File: src/hdl/delay_sync_rate_resampler_defines.svh
// Assertion macros shared by the resampler RTL.
// Needs signals named clk and rst_n in the scope of each use.
`ifndef DELAY_SYNC_RATE_RESAMPLER_DEFINES_SVH
`define DELAY_SYNC_RATE_RESAMPLER_DEFINES_SVH

// Same-cycle implication, checked outside reset.
`define DRSR_ASSERT_IMP(lbl, ante, cons, msg) \
  lbl: assert property (@(posedge clk) disable iff (!rst_n) (ante) |-> (cons)) \
    else $error(msg);

// Next-cycle implication, checked outside reset.
`define DRSR_ASSERT_NXT(lbl, ante, cons, msg) \
  lbl: assert property (@(posedge clk) disable iff (!rst_n) (ante) |=> (cons)) \
    else $error(msg);

`endif

File: src/hdl/drsr_pkg.sv
// Shared types, constants and the speed table of the resampler.
// No dependencies.
package drsr_pkg;

  localparam int RING_PERIODS_DEF      = 64;
  localparam int FRAMES_PER_PERIOD_DEF = 64;
  localparam int FRAME_BITS_DEF        = 32;

  localparam int OUT_FRAME_BITS = 32;
  localparam int TARGET_BITS    = 8;
  localparam int PTIME_BITS     = 20;
  localparam int FILL_BITS      = 8;
  localparam int CFG_IDX_BITS   = 2;

  localparam int QDEPTH    = 4;
  localparam int QPTR_BITS = $clog2(QDEPTH);
  localparam int QCNT_BITS = $clog2(QDEPTH + 1);
  localparam logic [QCNT_BITS-1:0] QCNT_FULL = QCNT_BITS'(QDEPTH);

  localparam logic [CFG_IDX_BITS-1:0] CFG_TARGET = 2'd0;
  localparam logic [CFG_IDX_BITS-1:0] CFG_PTIME  = 2'd1;

  localparam logic [TARGET_BITS-1:0] TARGET_RST = 8'd16;
  localparam logic [PTIME_BITS-1:0]  PTIME_RST  = 20'd1333;

  typedef logic [3:0] speed_t;

  localparam speed_t SPD_E1  = 4'd0;
  localparam speed_t SPD_E2  = 4'd1;
  localparam speed_t SPD_E4  = 4'd2;
  localparam speed_t SPD_E6  = 4'd3;
  localparam speed_t SPD_E7  = 4'd4;
  localparam speed_t SPD_E8  = 4'd5;
  localparam speed_t SPD_E10 = 4'd6;
  localparam speed_t SPD_E12 = 4'd7;
  localparam speed_t SPD_E16 = 4'd8;
  localparam speed_t SPD_E32 = 4'd9;

  // Limits on error * 1000, already adjusted for truncation toward zero.
  localparam int LIM_E32 = -5001000;
  localparam int LIM_E16 = -1501000;
  localparam int LIM_E12 = -501000;
  localparam int LIM_E10 = -12000;
  localparam int LIM_E8  = 11000;
  localparam int LIM_E7  = 300000;
  localparam int LIM_E6  = 1000000;
  localparam int LIM_E4  = 3000000;
  localparam int LIM_E2  = 6000000;

  typedef struct packed {
    logic   frame_valid;
    logic   ring_empty;
    logic   last_of_period;
    speed_t speed_code;
  } desc_t;

  typedef struct packed {
    logic [OUT_FRAME_BITS-1:0] frame;
    desc_t                     desc;
  } res_t;

  function automatic logic [5:0] speed_eighths(input speed_t code);
    logic [5:0] s;
    unique case (code)
      SPD_E1:  s = 6'd1;
      SPD_E2:  s = 6'd2;
      SPD_E4:  s = 6'd4;
      SPD_E6:  s = 6'd6;
      SPD_E7:  s = 6'd7;
      SPD_E8:  s = 6'd8;
      SPD_E10: s = 6'd10;
      SPD_E12: s = 6'd12;
      SPD_E16: s = 6'd16;
      SPD_E32: s = 6'd32;
      default: s = 6'd8;
    endcase
    return s;
  endfunction

endpackage

File: src/hdl/drsr_back.sv
// Back end: a short queue of finished result words that drives the output channel.
// Uses drsr_pkg.
module drsr_back (
  input  logic                                clk,
  input  logic                                rst_n,
  input  logic                                push_vld,
  input  drsr_pkg::res_t                      push_res,
  output logic [drsr_pkg::QCNT_BITS-1:0]      q_count,
  output logic                                out_valid,
  input  logic                                out_stall,
  output logic [drsr_pkg::OUT_FRAME_BITS-1:0] out_frame_out,
  output logic                                out_frame_valid,
  output logic                                out_ring_empty,
  output logic                                out_last_of_period,
  output drsr_pkg::speed_t                    out_speed_code
);

  localparam int QPW = drsr_pkg::QPTR_BITS;
  localparam int QCW = drsr_pkg::QCNT_BITS;

  drsr_pkg::res_t   fifo_r [drsr_pkg::QDEPTH];
  logic [QPW-1:0]   wr_ptr_r, wr_ptr_nxt;
  logic [QPW-1:0]   rd_ptr_r, rd_ptr_nxt;
  logic [QCW-1:0]   count_r, count_nxt;
  logic             pop;
  drsr_pkg::res_t   head;

  assign pop        = out_valid & ~out_stall;
  assign wr_ptr_nxt = push_vld ? wr_ptr_r + QPW'(1) : wr_ptr_r;
  assign rd_ptr_nxt = pop ? rd_ptr_r + QPW'(1) : rd_ptr_r;
  assign count_nxt  = count_r + QCW'(push_vld) - QCW'(pop);

  always_ff @(posedge clk) begin
    if (!rst_n) begin
      wr_ptr_r <= '0;
      rd_ptr_r <= '0;
      count_r  <= '0;
    end else begin
      wr_ptr_r <= wr_ptr_nxt;
      rd_ptr_r <= rd_ptr_nxt;
      count_r  <= count_nxt;
    end
  end

  always_ff @(posedge clk) begin
    if (push_vld) begin
      fifo_r[wr_ptr_r] <= push_res;
    end
  end

  assign head               = fifo_r[rd_ptr_r];
  assign q_count            = count_r;
  assign out_valid          = (count_r != '0);
  assign out_frame_out      = head.frame;
  assign out_frame_valid    = head.desc.frame_valid;
  assign out_ring_empty     = head.desc.ring_empty;
  assign out_last_of_period = head.desc.last_of_period;
  assign out_speed_code     = head.desc.speed_code;

endmodule
File: config.mk
export PLATFORM = sky130hd
export DESIGN_NAME = drsr_back
export DESIGN_NICKNAME = d
export VERILOG_FILES = /design/src/hdl/delay_sync_rate_resampler_defines.svh /design/src/hdl/drsr_pkg.sv /design/src/hdl/drsr_back.sv
export SDC_FILE = /design/constraint.sdc
export NUM_CORES = 1
export LEC_CHECK = 0
export BUFFER_PORTS_ARGS = -buffer_cell sky130_fd_sc_hd__buf_2
export CAP_MARGIN = 0
export CORE_AREA = 3 3 90 135
export DETAILED_ROUTE_END_ITERATION = 10
export DIE_AREA = 0 0 93 138
export PLACE_DENSITY_LB_ADDON = 0.12
export SYNTH_ARGS = -nofsm -noshare
export SYNTH_HDL_FRONTEND = slang
export SYNTH_SLANG_ARGS = --single-unit
File: constraint.sdc
create_clock -name clk -period 3.8 [get_ports clk]
set_input_delay 0.57 -clock clk [delete_from_list [all_inputs] [get_ports clk]]
set_output_delay 0.57 -clock clk [all_outputs]
set_load 0.01 [all_outputs]
==> metrics <==
synthesized cell area=6070 µm²; critical path depth=2; initial antenna violation count=1; CTS tree=built; setup bufs post-CTS=0; layout cells sized above 1=0.447; fmax=379 MHz; diode count=0; CTS Buf Count=17; vias in the first global route=3025; row count=47; sequential area share after synthesis=0.801; Chip Height=138 µm; Top Ports=86; Arrival @ worst endpoint=2070 ps; Max-Cap Viols=0; Core Area=11100 µm²; first-pass GRT wire length=16000 µm; Distinct cells, synth=23; Tot Pwr=4370 µW; Finished Cell Area=7170 µm²; synth-to-layout area growth=18.1%; min Tclk post-route=2640 ps; Antenna Nets Post-Route=0; largest net degree at the start of global routing=40; Min-Delay Path Depth=1; synth top area cells=edfxtp_1 77%, mux4_2 14%, dfxtp_1 3.0%, ha_1 1.2%, and2_1 0.82%; fin nets=395; Max rail drop VDD=0.000369 V; Post-synth EDFFs=156; Worst path top cell family by delay=flip-flops; total gr overflow=0; Final Wtd Congestion=0.634; Hold Startpoint=push_res[21]; GR Util All Layers=0.169; syn avg cell area=24.4 µm²; IO buf count=85; DR iter-0 viols=110; clock buffer depth=2; Slew @ Worst Pin=1100 ps; skew final=7.85 ps; post-CTS sizing=0; r2r endpoint=q_count[2]$_SDFF_PN0_; final setup TNS=0 ps; H-tree depth=4; vias per cell=5.43; Worst setup SP type=flip-flop; top cell type's share of synthesized area=0.771; asr flop ratio synth=0; final core occ=0.649; Initial Util=0.549; clk sink count=165; Fin. Hold Viols=0; Post-CTS Hold Buffers=0; PwrDens=609 nW/µm²; worst reg2reg path startpoint=q_count[1]$_SDFF_PN0_; Worst setup EP type=output pin; ys flop type=edfxtp_1; crit path cell chain=mux4_2, buf_2; Critical path buffers and inverters=1; Synth warnings=0; Die ar.=12800 µm²; Yosys top cell by area=edfxtp_1; Initial DRT Pass Iterations=4; Mapped Cells=249; Worst-Skew Late Latency=410 ps; RSZ-0062 raised after global routing=no; clock-pin slew on the worst setup and hold paths=60 ps; Root Driver=clkbuf_16; die span in x=93 µm; worst r2r path cells=9; outcome=finished clean; total leakage power=0.00244 µW; hold path endpoint=fifo_r[3][21]$_DFFE_PP_; Setup CP Type=flip-flop to output pin; HPWL after detailed placement=5870 µm; DRC Markers=0; Worst R2R Setup Slack=1380 ps; count leader, synth=edfxtp_1; worst endpoint required time=3230 ps; #FFs+latches synth=165; peak fanout along the critical path=39; final max-slew violation count=0; crit path max-delay cell type=dfxtp_4; Avg WL per Cell=19.8 µm; Crit path largest cell delay=870 ps; dpl cell area=6640 µm²; vias after detailed routing=2741; period utilization=0.695; final wirelength=10000 µm; worst rel slew slack=0.268; type of the most critical hold path=primary input to flip-flop; synth cell count leaders=156 x edfxtp_1, 39 x mux4_2, 9 x dfxtp_1, 8 x and2_1, 7 x inv_1; syn_nets=299; final setup fails=0
registers in the layout, indices dropped and copies added (netlist names), named ones only:
name      cells
wr_ptr_r      2
fifo_r      156
rd_ptr_r      2
q_count       3
area by class of cell:
cell class,count,area [µm²]
Fill cell,799,3880
Inverter,7,26.3
Clock inverter,14,105
Clock buffer,18,429
Multi-Input combinational cell,69,1130
Timing Repair Buffer,85,425
Sequential cell,165,4870
Tap cell,147,184
worst max path at each step:
stage,start,endpoint,slack [ps]
floorplan,q_count[1]$_SDFF_PN0_,q_count[2]$_SDFF_PN0_,1700
global placement,flip-flop,out_frame_out[1],1500
detailed placement,q_count[0]$_SDFF_PN0_,q_count[2]$_SDFF_PN0_,1440
CTS,flip-flop,out_frame_out[1],1070
global route,flip-flop,out_frame_out[6],990
finish,flip-flop,out_frame_out[19],1160
per-layer routing:
| metal | up-vias | track usage | part of all wire |
|---|---|---|---|
| met2 | 67 | 0.291 | 0.55 |
| li1 | 1229 | - | - |
| met4 | 2 | 0.0556 | 0.013 |
| met5 | - | 0 | 0.0013 |
| met3 | 12 | 0.0467 | 0.039 |
| met1 | 1431 | 0.206 | 0.39 |
cell usage in the layout, fill, tap and decap left out, drive strengths merged:
master,n
mux2i,2
o21ai,1
nor3,1
and2,8
nor3b,1
nor2,1
nand2,1
fa,1
edfxtp,156
nand2b,1
nor2b,1
ha,6
clkbuf,18
clkinvlp,4
or3,1
xor2,1
inv,10
clkinv,7
xnor2,2
mux4,39
buf,85
dfxtp,9
a21boi,2
logic make-up (layout without fill, tap and decap cells):
logic type	Yosys count	in the layout	synth area share
buffers and inverters	15	124	0.0134
XOR/XNOR	3	3	0.00433
flip-flops	165	165	0.801
multiplexers	41	41	0.148
adder cells (fa/ha/maj)	7	7	0.0157
AO/OA/AOI/OAI	3	3	0.00329
AND/OR/NAND/NOR	15	15	0.0146
power breakdown:
group	leakage (µW)	switching [µW]	total, µW	internal, µW
clock	0.000251	675	1520	840
sequential	0.00151	123	2230	2100
combinational	0.000678	280	631	351
stage by stage:
step / instances / setup slack (ps) / hold slack (ps)
3_5_place_dp: 473 / 1440 / 465
5_1_grt: 505 / 987 / 361
3_3_place_gp: 473 / 1500 / 463
4_1_cts: 505 / 1070 / 355
6_report: 505 / 1160 / 372
2_1_floorplan: 249 / 1700 / 445
No activity file was read; power rests on OpenSTA's default activity.
